[src/hdl/mcls_pkg.sv]
package mcls_pkg;

  localparam int unsigned SAMPLE_W   = 12;
  localparam int unsigned DRIVE_W    = 7;
  localparam int unsigned MEAN_W     = 12;
  localparam int unsigned LIMIT_W    = 11;
  localparam int unsigned ZERO_W     = 12;
  localparam int unsigned OFFSET_W   = 8;
  localparam int unsigned CFG_ADDR_W = 4;
  localparam int unsigned CFG_DATA_W = 32;

  localparam logic [LIMIT_W-1:0]  LIMIT_RST  = 11'd1282;
  localparam logic [ZERO_W-1:0]   ZERO_RST   = 12'd1935;
  localparam logic [OFFSET_W-1:0] OFFSET_RST = 8'd74;

  typedef enum logic [1:0] {
    REG_CURRENT_LIMIT  = 2'd0,
    REG_ZERO_POINT     = 2'd1,
    REG_REVERSE_OFFSET = 2'd2
  } reg_idx_e;

  // one slot of the sample window
  typedef struct packed {
    logic                filled;
    logic [SAMPLE_W-1:0] sample;
  } cell_t;

endpackage

[src/hdl/mcls_stream_if.sv]
interface mcls_in_if;
  import mcls_pkg::*;
  logic                valid;
  logic                ready;
  logic [SAMPLE_W-1:0] current_sample;
  logic [DRIVE_W-1:0]  drive_in;

  modport source (output valid, current_sample, drive_in, input ready);
  modport sink (input valid, current_sample, drive_in, output ready);
endinterface

interface mcls_out_if;
  import mcls_pkg::*;
  logic               valid;
  logic               ready;
  logic [MEAN_W-1:0]  mean_current;
  logic [DRIVE_W-1:0] drive_out;
  logic               drive_changed;
  logic               motor_stop;

  modport source (output valid, mean_current, drive_out, drive_changed, motor_stop,
                  input ready);
  modport sink (input valid, mean_current, drive_out, drive_changed, motor_stop,
                output ready);
endinterface

[src/hdl/mcls_cell.sv]
module mcls_cell (
  input  logic            clk_i,
  input  logic            rst_ni,
  input  logic            shift_i,
  input  mcls_pkg::cell_t cell_i,
  output mcls_pkg::cell_t cell_o
);
  import mcls_pkg::*;

  logic                filled_q;
  logic [SAMPLE_W-1:0] sample_q;

  always_ff @(posedge clk_i or negedge rst_ni) begin
    if (!rst_ni) begin
      filled_q <= 1'b0;
    end else if (shift_i) begin
      filled_q <= cell_i.filled;
    end
  end

  always_ff @(posedge clk_i) begin
    if (shift_i) begin
      sample_q <= cell_i.sample;
    end
  end

  assign cell_o.filled = filled_q;
  assign cell_o.sample = sample_q;

endmodule

[src/hdl/mcls_divide.sv]
module mcls_divide #(
  parameter int unsigned SUM_W   = 19,
  parameter int unsigned DIVISOR = 100
) (
  input  logic                         clk_i,
  input  logic                         rst_ni,
  input  logic                         in_valid_i,
  output logic                         in_ready_o,
  input  logic [SUM_W-1:0]             sum_i,
  input  logic [mcls_pkg::DRIVE_W-1:0] drive_i,
  output logic                         out_valid_o,
  input  logic                         out_ready_i,
  output logic [mcls_pkg::MEAN_W-1:0]  mean_o,
  output logic [mcls_pkg::DRIVE_W-1:0] drive_o
);
  import mcls_pkg::*;

  // floor(2^SUM_W / DIVISOR) undershoots the quotient by at most one
  localparam longint unsigned RECIP_L = (64'd1 << SUM_W) / DIVISOR;
  localparam logic [SUM_W-1:0] RECIP  = SUM_W'(RECIP_L);
  localparam int unsigned REM_W       = $clog2(2 * DIVISOR);
  localparam logic [REM_W-1:0] DIV_R  = REM_W'(DIVISOR);
  localparam logic [SUM_W-1:0] DIV_S  = SUM_W'(DIVISOR);

  logic                 a_valid_q, b_valid_q, c_valid_q;
  logic                 rdy_a, rdy_b, rdy_c;
  logic [2*SUM_W-1:0]   a_prod_q;
  logic [SUM_W-1:0]     a_sum_q;
  logic [DRIVE_W-1:0]   a_drive_q, b_drive_q, c_drive_q;
  logic [MEAN_W-1:0]    b_quot_q, c_mean_q;
  logic [REM_W-1:0]     b_rem_q;
  logic [MEAN_W-1:0]    quot_est;
  logic [SUM_W-1:0]     back_prod;
  logic [REM_W-1:0]     rem_est;
  logic [MEAN_W-1:0]    mean_fix;

  assign rdy_c = !c_valid_q || out_ready_i;
  assign rdy_b = !b_valid_q || rdy_c;
  assign rdy_a = !a_valid_q || rdy_b;
  assign in_ready_o = rdy_a;

  assign quot_est  = a_prod_q[SUM_W +: MEAN_W];
  assign back_prod = SUM_W'(SUM_W'(quot_est) * DIV_S);
  assign rem_est   = REM_W'(a_sum_q - back_prod);
  assign mean_fix  = b_quot_q + MEAN_W'(b_rem_q >= DIV_R);

  always_ff @(posedge clk_i or negedge rst_ni) begin
    if (!rst_ni) begin
      a_valid_q <= 1'b0;
      b_valid_q <= 1'b0;
      c_valid_q <= 1'b0;
    end else begin
      if (rdy_a) begin
        a_valid_q <= in_valid_i;
      end
      if (rdy_b) begin
        b_valid_q <= a_valid_q;
      end
      if (rdy_c) begin
        c_valid_q <= b_valid_q;
      end
    end
  end

  always_ff @(posedge clk_i) begin
    if (rdy_a && in_valid_i) begin
      a_prod_q  <= (2*SUM_W)'(sum_i) * (2*SUM_W)'(RECIP);
      a_sum_q   <= sum_i;
      a_drive_q <= drive_i;
    end
    if (rdy_b && a_valid_q) begin
      b_quot_q  <= quot_est;
      b_rem_q   <= rem_est;
      b_drive_q <= a_drive_q;
    end
    if (rdy_c && b_valid_q) begin
      c_mean_q  <= mean_fix;
      c_drive_q <= b_drive_q;
    end
  end

  assign out_valid_o = c_valid_q;
  assign mean_o      = c_mean_q;
  assign drive_o     = c_drive_q;

endmodule

[src/hdl/motor_current_limit_stepper.sv]
// channel    | direction | transaction carries
// sample_i   | in        | current_sample, drive_in
// result_o   | out       | mean_current, drive_out, drive_changed, motor_stop
// apb (p*)   | in/out    | current_limit, zero_point, reverse_offset
//
// one sample transaction per cycle is taken sustained while result_o is not stalled; a result
// is valid once its sample has passed the sum stage (loaded at the accepting edge), the three
// divide stages and the limit step
// the sample window is a chain of WINDOW_LENGTH cells shifting once per sample
// a result is produced only once the chain has filled; reset empties it at once
// a stalled result_o backs up through the stages until sample_i.ready drops
module motor_current_limit_stepper #(
  parameter int unsigned WINDOW_LENGTH = 100,
  parameter int unsigned NEUTRAL_DUTY  = 50
) (
  input  logic                            clk_i,
  input  logic                            rst_ni,
  mcls_in_if.sink                         sample_i,
  mcls_out_if.source                      result_o,
  input  logic                            psel,
  input  logic                            penable,
  input  logic                            pwrite,
  input  logic [mcls_pkg::CFG_ADDR_W-1:0] paddr,
  input  logic [mcls_pkg::CFG_DATA_W-1:0] pwdata,
  output logic [mcls_pkg::CFG_DATA_W-1:0] prdata,
  output logic                            pready
);
  import mcls_pkg::*;

  localparam int unsigned SUM_W = $clog2(((1 << SAMPLE_W) - 1) * WINDOW_LENGTH + 1);
  localparam logic [8:0] NEUTRAL = 9'(NEUTRAL_DUTY);

  // configuration
  logic [LIMIT_W-1:0]  limit_q;
  logic [ZERO_W-1:0]   zero_q;
  logic [OFFSET_W-1:0] offset_q;
  logic                cfg_wr;
  reg_idx_e            cfg_idx;

  assign pready  = 1'b1;
  assign cfg_wr  = psel && penable && pwrite;
  assign cfg_idx = reg_idx_e'(paddr[3:2]);

  always_ff @(posedge clk_i or negedge rst_ni) begin
    if (!rst_ni) begin
      limit_q  <= LIMIT_RST;
      zero_q   <= ZERO_RST;
      offset_q <= OFFSET_RST;
    end else if (cfg_wr) begin
      unique case (cfg_idx)
        REG_CURRENT_LIMIT:  limit_q  <= pwdata[LIMIT_W-1:0];
        REG_ZERO_POINT:     zero_q   <= pwdata[ZERO_W-1:0];
        REG_REVERSE_OFFSET: offset_q <= pwdata[OFFSET_W-1:0];
        default: ;
      endcase
    end
  end

  always_comb begin
    unique case (cfg_idx)
      REG_CURRENT_LIMIT:  prdata = CFG_DATA_W'(limit_q);
      REG_ZERO_POINT:     prdata = CFG_DATA_W'(zero_q);
      REG_REVERSE_OFFSET: prdata = CFG_DATA_W'(offset_q);
      default:            prdata = '0;
    endcase
  end

  // sample window as a cell chain
  cell_t               chain [WINDOW_LENGTH+1];
  logic                accept;
  logic                in_ready;
  logic                window_full;
  logic [SAMPLE_W-1:0] oldest;
  logic [SUM_W-1:0]    sum_q, sum_d;

  assign chain[0].filled = 1'b1;
  assign chain[0].sample = sample_i.current_sample;

  for (genvar i = 0; i < WINDOW_LENGTH; i++) begin : g_cell
    mcls_cell u_cell (
      .clk_i   (clk_i),
      .rst_ni  (rst_ni),
      .shift_i (accept),
      .cell_i  (chain[i]),
      .cell_o  (chain[i+1])
    );
  end

  assign accept      = sample_i.valid && in_ready;
  // the sample now entering completes the window when the next-to-last cell is filled
  assign window_full = chain[WINDOW_LENGTH-1].filled;
  assign oldest      = chain[WINDOW_LENGTH].filled ? chain[WINDOW_LENGTH].sample : '0;
  assign sum_d       = sum_q - SUM_W'(oldest) + SUM_W'(sample_i.current_sample);

  always_ff @(posedge clk_i or negedge rst_ni) begin
    if (!rst_ni) begin
      sum_q <= '0;
    end else if (accept) begin
      sum_q <= sum_d;
    end
  end

  // sum snapshot stage
  logic               s1_valid_q;
  logic [SUM_W-1:0]   s1_sum_q;
  logic [DRIVE_W-1:0] s1_drive_q;
  logic               div_in_ready;
  logic               div_valid;
  logic               step_ready;
  logic [MEAN_W-1:0]  div_mean;
  logic [DRIVE_W-1:0] div_drive;

  assign in_ready       = !s1_valid_q || div_in_ready;
  assign sample_i.ready = in_ready;

  always_ff @(posedge clk_i or negedge rst_ni) begin
    if (!rst_ni) begin
      s1_valid_q <= 1'b0;
    end else if (in_ready) begin
      s1_valid_q <= accept && window_full;
    end
  end

  always_ff @(posedge clk_i) begin
    if (accept) begin
      s1_sum_q   <= sum_d;
      s1_drive_q <= sample_i.drive_in;
    end
  end

  mcls_divide #(
    .SUM_W   (SUM_W),
    .DIVISOR (WINDOW_LENGTH)
  ) u_divide (
    .clk_i       (clk_i),
    .rst_ni      (rst_ni),
    .in_valid_i  (s1_valid_q),
    .in_ready_o  (div_in_ready),
    .sum_i       (s1_sum_q),
    .drive_i     (s1_drive_q),
    .out_valid_o (div_valid),
    .out_ready_i (step_ready),
    .mean_o      (div_mean),
    .drive_o     (div_drive)
  );

  // limit step and output register
  logic [ZERO_W:0]     up_thr;
  logic signed [13:0]  rev_thr;
  logic [8:0]          drive_w, drive_inc, drive_dec;
  logic                step_up, step_down;
  logic [DRIVE_W-1:0]  new_drive;
  logic                changed, stop;
  logic                out_valid_q;
  logic [MEAN_W-1:0]   out_mean_q;
  logic [DRIVE_W-1:0]  out_drive_q;
  logic                out_changed_q, out_stop_q;

  assign up_thr    = {1'b0, zero_q} + (ZERO_W+1)'(limit_q);
  assign rev_thr   = $signed(14'(zero_q)) - $signed(14'(limit_q)) - $signed(14'(offset_q));
  assign drive_w   = 9'(div_drive);
  assign drive_inc = drive_w + 9'd1;
  assign drive_dec = drive_w - 9'd1;
  assign step_up   = ((ZERO_W+1)'(div_mean) > up_thr) && (drive_w < NEUTRAL);
  assign step_down = ($signed(14'(div_mean)) < rev_thr) && (drive_w > NEUTRAL);

  always_comb begin
    new_drive = div_drive;
    changed   = 1'b0;
    stop      = 1'b0;
    if (step_up) begin
      changed = 1'b1;
      if (drive_inc >= NEUTRAL) begin
        new_drive = NEUTRAL[DRIVE_W-1:0];
        stop      = 1'b1;
      end else begin
        new_drive = drive_inc[DRIVE_W-1:0];
      end
    end else if (step_down) begin
      changed = 1'b1;
      if (drive_dec <= NEUTRAL) begin
        new_drive = NEUTRAL[DRIVE_W-1:0];
        stop      = 1'b1;
      end else begin
        new_drive = drive_dec[DRIVE_W-1:0];
      end
    end
  end

  assign step_ready = !out_valid_q || result_o.ready;

  always_ff @(posedge clk_i or negedge rst_ni) begin
    if (!rst_ni) begin
      out_valid_q <= 1'b0;
    end else if (step_ready) begin
      out_valid_q <= div_valid;
    end
  end

  always_ff @(posedge clk_i) begin
    if (step_ready && div_valid) begin
      out_mean_q    <= div_mean;
      out_drive_q   <= new_drive;
      out_changed_q <= changed;
      out_stop_q    <= stop;
    end
  end

  assign result_o.valid         = out_valid_q;
  assign result_o.mean_current  = out_mean_q;
  assign result_o.drive_out     = out_drive_q;
  assign result_o.drive_changed = out_changed_q;
  assign result_o.motor_stop    = out_stop_q;

endmodule

[src/flat_wrapper.sv]
// flat-port wrapper written by rule: the top's interface ports become plain ports
module motor_current_limit_stepper_flat import mcls_pkg::*;
#(
  parameter int unsigned WINDOW_LENGTH = 100,
  parameter int unsigned NEUTRAL_DUTY  = 50
)
  (clk_i, rst_ni, psel, penable, pwrite, paddr, pwdata, prdata, pready, sample_i_valid, sample_i_current_sample, sample_i_drive_in, sample_i_ready, result_o_valid, result_o_mean_current, result_o_drive_out, result_o_drive_changed, result_o_motor_stop, result_o_ready);
  mcls_in_if sample_i_i ();
  mcls_out_if result_o_i ();
  input  logic clk_i;
  input  logic rst_ni;
  input  logic psel;
  input  logic penable;
  input  logic pwrite;
  input  logic [mcls_pkg::CFG_ADDR_W-1:0] paddr;
  input  logic [mcls_pkg::CFG_DATA_W-1:0] pwdata;
  output logic [mcls_pkg::CFG_DATA_W-1:0] prdata;
  output logic pready;
  input wire logic [$bits(sample_i_i.valid)-1:0] sample_i_valid;
  input wire logic [$bits(sample_i_i.current_sample)-1:0] sample_i_current_sample;
  input wire logic [$bits(sample_i_i.drive_in)-1:0] sample_i_drive_in;
  output wire logic [$bits(sample_i_i.ready)-1:0] sample_i_ready;
  output wire logic [$bits(result_o_i.valid)-1:0] result_o_valid;
  output wire logic [$bits(result_o_i.mean_current)-1:0] result_o_mean_current;
  output wire logic [$bits(result_o_i.drive_out)-1:0] result_o_drive_out;
  output wire logic [$bits(result_o_i.drive_changed)-1:0] result_o_drive_changed;
  output wire logic [$bits(result_o_i.motor_stop)-1:0] result_o_motor_stop;
  input wire logic [$bits(result_o_i.ready)-1:0] result_o_ready;
  assign sample_i_i.valid = sample_i_valid;
  assign sample_i_i.current_sample = sample_i_current_sample;
  assign sample_i_i.drive_in = sample_i_drive_in;
  assign sample_i_ready = sample_i_i.ready;
  assign result_o_valid = result_o_i.valid;
  assign result_o_mean_current = result_o_i.mean_current;
  assign result_o_drive_out = result_o_i.drive_out;
  assign result_o_drive_changed = result_o_i.drive_changed;
  assign result_o_motor_stop = result_o_i.motor_stop;
  assign result_o_i.ready = result_o_ready;
  motor_current_limit_stepper #(.WINDOW_LENGTH(WINDOW_LENGTH), .NEUTRAL_DUTY(NEUTRAL_DUTY)) u_core (.clk_i(clk_i), .rst_ni(rst_ni), .sample_i(sample_i_i), .result_o(result_o_i), .psel(psel), .penable(penable), .pwrite(pwrite), .paddr(paddr), .pwdata(pwdata), .prdata(prdata), .pready(pready));
endmodule
[config.mk]
export PLATFORM = sky130hd
export DESIGN_NAME = motor_current_limit_stepper_flat
export DESIGN_NICKNAME = d
export VERILOG_FILES = /design/src/hdl/mcls_pkg.sv /design/src/hdl/mcls_stream_if.sv /design/src/hdl/mcls_cell.sv /design/src/hdl/mcls_divide.sv /design/src/hdl/motor_current_limit_stepper.sv /design/src/flat_wrapper.sv
export SDC_FILE = /design/constraint.sdc
export NUM_CORES = 1
export LEC_CHECK = 0
export ABC_AREA = 1
export BUFFER_PORTS_ARGS = -buffer_cell sky130_fd_sc_hd__buf_2
export CAP_MARGIN = 20
export CORE_MARGIN = 10
export CORE_UTILIZATION = 55
export CTS_CLUSTER_SIZE = 30
export DETAILED_ROUTE_END_ITERATION = 6
export GPL_TIMING_DRIVEN = 0
export PLACE_DENSITY_LB_ADDON = 0.2
export SYNTH_ARGS = -nofsm -noshare
export SYNTH_HDL_FRONTEND = slang
export SYNTH_SLANG_ARGS = --single-unit
[constraint.sdc]
create_clock -name clk_i -period 7.9 [get_ports clk_i]
set_clock_uncertainty 0.15 [all_clocks]
set_input_delay 1.58 -clock clk_i [delete_from_list [all_inputs] [get_ports clk_i]]
set_output_delay 1.58 -clock clk_i [all_outputs]
set_load 0.1 [all_outputs]
==> out/results.ini <==
[routing]
route.detailed.wl_per_inst_um=17.2
drtAntennaViolNets=0
via_count=25000
wl_um=84300
firstDrtPassIters=5
via_per_inst=5.11
drt_iter0_drc=1694
drc=0

[setup_path]
cp-startpoint=result_o_ready
worstSetupPathType=input pin to flip-flop
crit_path_end_kind=flip-flop
rr_startpoint=u_core.result_o.valid$_DFFE_PN0P_
critPathLaunchType=input pin
path_cells=buf_2 > nor2_1 > inv_1 > nor2_1 > inv_2 > nor2_1 > inv_2 > nor2_2 > nand2_2 > nand2_4 > inv_2 > buf_6 > buf_16 > buf_16 > buf_16 > buf_16 > buf_16 > buf_16
crit_fanout=171
slowest_stage=buf_16
arrival_ps=6180
max_stage_delay_ps=530
cp_data_required_time_ps=8120
r2r_cells=18
cp_common_cell=buf_16

[placement]
hpwl_um=49900
routabilityCongestion=0.830
placed_area_mm2=0.0569
numPortBuffers=74
dp_cells=4630

[die]
dieArea_mm2=0.112
placementRows=115
die_w_um=335
start_util_pct=55.5
die_h_um=335
io_pins=118
fp.coreArea_mm2=0.0984

[grt]
grt_start_max_net_pins=223
grt.overflow.total=0
antenna_found_initial=1
grt_pass1_wl_um=137000
first_global_vias=25600
grt_usage_pct=15.3

[logic_synthesis]
synth_top_family_by_area=adder cells
synth_compound_area_share_pct=2.29
synth_edf_count=1316
yosysWarningCount=0
syn_avg_cell_area_um2=16.9
synth_simple_gate_area_share_pct=5.82
async_flop_share_pct=10.5
synth_area_mm2=0.0546
synth_xor_area_share_pct=1.38
yosysSeqAreaShare_pct=79.5
ys_ff_latch=1471
syn_inst=3240
yosys.area_share.adder_pct=7.78
synthDistinctLibCells=52
synth_ff_type=edfxtp_1
synthMuxAreaShare_pct=0

[finish]
layout-drive-gt1-share_pct=10.8
stdcell_area_mm2=0.0616
area_growth_syn_to_layout_pct=12.8
nNetsFinal=3837
fin_cells=4897
final_cell_mix=1316 x edfxtp_1, 567 x nand2_1, 347 x inv_1
postLayoutCoreUtil_pct=62.6
num_antenna_cells=0
layout_commonest_cell=edfxtp_1

[run]
drv_cap=0

[timing]
setup_viol=0
slew_violations=0
worst_pin_slew_ps=1130
rsz0062_at_grt=false
relSlewSlack_pct=24.7
hold_violations=0
setup_tns_ps=0
post-route-min-period_ps=5960
timing.final.crit_share_pct=75.4
clock.fmax_mhz=168

[clock_network]
cts-root-buf=clkbuf_16
cts_buffers=145
cts_hold_buf=0
clkSinkCount=1471
h-tree-depth=4
cts_setup_buffers=0
clock_latency_ps=750
clk_pin_slew_ps=60
cts_tree=done
clock_path_buffers=3
cts_resized=0

[run_status]
outcome=completed

[min_path]
hold_path_class=flip-flop to flip-flop
whs_path_depth=0
hp-start=u_core.g_cell[90].u_cell.sample_q[0]$_DFFE_PP_

-- cell families after synthesis --
group,count (synthesis)
buffers and inverters,415
other,2
xor gates and xnor gates,86
and+or+nand+nor,762
adders and majority gates,285
AOI/OAI and AO/OA,219
DFF,1471
-- per-stage QoR --
stage                     hold WS [ps]  worst slack (ps)
after floorplan                    250              1220
after global placement             251             -6.91
after detailed placement           255               852
after CTS                          249              1730
after global routing               264              1360
final                              253              1940
-- flip-flops by register name, indices dropped and copies added, names as in the netlist, 12 cells and up --
name and count:
u_core.g_cell.u_cell.filled_q 100, u_core.g_cell.u_cell.sample_q 1200, u_core.result_o.mean_current 12, u_core.s1_sum_q 19, u_core.sum_q 19, u_core.u_divide.a_prod_q 12
u_core.u_divide.b_quot_q 12, u_core.u_divide.mean_o 12, u_core.zero_q 12
-- critical path: cells and delay by family --
kind                   cells  cell delay (ps)
buffers and inverters     12             3540
and+or+nand+nor            6              610
-- cells in the mapped netlist, types with 2 or more instances --
cell      number  area share, %
a221oi_1       2          0.032
nor2_1        71           0.49
a31oi_1        6          0.069
inv_2          3          0.021
nor4_1         6          0.069
o21ai_1        5          0.046
nand2_1      567            3.9
nand3_2        6           0.11
o21ai_0       89           0.82
clkbuf_1      12          0.082
xor2_1        66            1.1
ha_1         194            4.4
xnor2_1       20           0.32
nor3_1        14           0.13
inv_1        347            2.4
o31ai_1        2          0.027
dfstp_2       14           0.67
nand4_1       18           0.21
nor2_2         5          0.057
o221ai_1       7           0.11
o21bai_1       5          0.069
nand2_2       11           0.13
dfrtp_1      141            6.5
nor2_4         2          0.041
nand2_4        2          0.041
buf_6         11           0.23
o211ai_1       4          0.055
nand3_1       53           0.49
buf_2         14           0.13
a21oi_1       78           0.71
nor3_2         2          0.037
a21o_1         6          0.082
edfxtp_1    1316             72
buf_4         27           0.37
fa_1          91            3.3
conb_1         2          0.014
a21oi_2        2          0.032
o21a_1         5          0.069
-- final timing paths --
check | endpoint | slack [ps]
max | u_core.g_cell[81].u_cell.sample_q[0]$_DFFE_PP_ | 1940
min | u_core.g_cell[91].u_cell.sample_q[0]$_DFFE_PP_ | 250
max reg2reg | u_core.g_cell[81].u_cell.sample_q[0]$_DFFE_PP_ | 2380
min reg2reg | u_core.g_cell[91].u_cell.sample_q[0]$_DFFE_PP_ | 250
max in group asynchronous | u_core.u_divide.b_valid_q$_DFFE_PN0P_ | 5980
min in group asynchronous | u_core.sum_q[0]$_DFFE_PN0P_ | 660
-- final cells by class --
class	instances	area, um^2
sequential	1471	43400
clock buffer	182	3840
tap	1287	1610
buffer	64	458
timing repair buffer	84	627
multi-input combinational	1373	9510
inverter	351	1320
clock inverter	85	818
fill	7068	36800
-- per-layer routing --
| metal | global-route usage (%) | share of wire, % | up-vias |
|---|---|---|---|
| met3 | 3.09 | 4.4 | 152 |
| met5 | 0 | 0.015 | - |
| met4 | 5.85 | 2.5 | 2 |
| li1 | - | - | 11900 |
| met1 | 22.4 | 48 | 12500 |
| met2 | 22.8 | 45 | 465 |
Power is left out: the tool's default activity adds up to more than one toggle a clock period on the data nets, which glitch-free logic cannot reach.
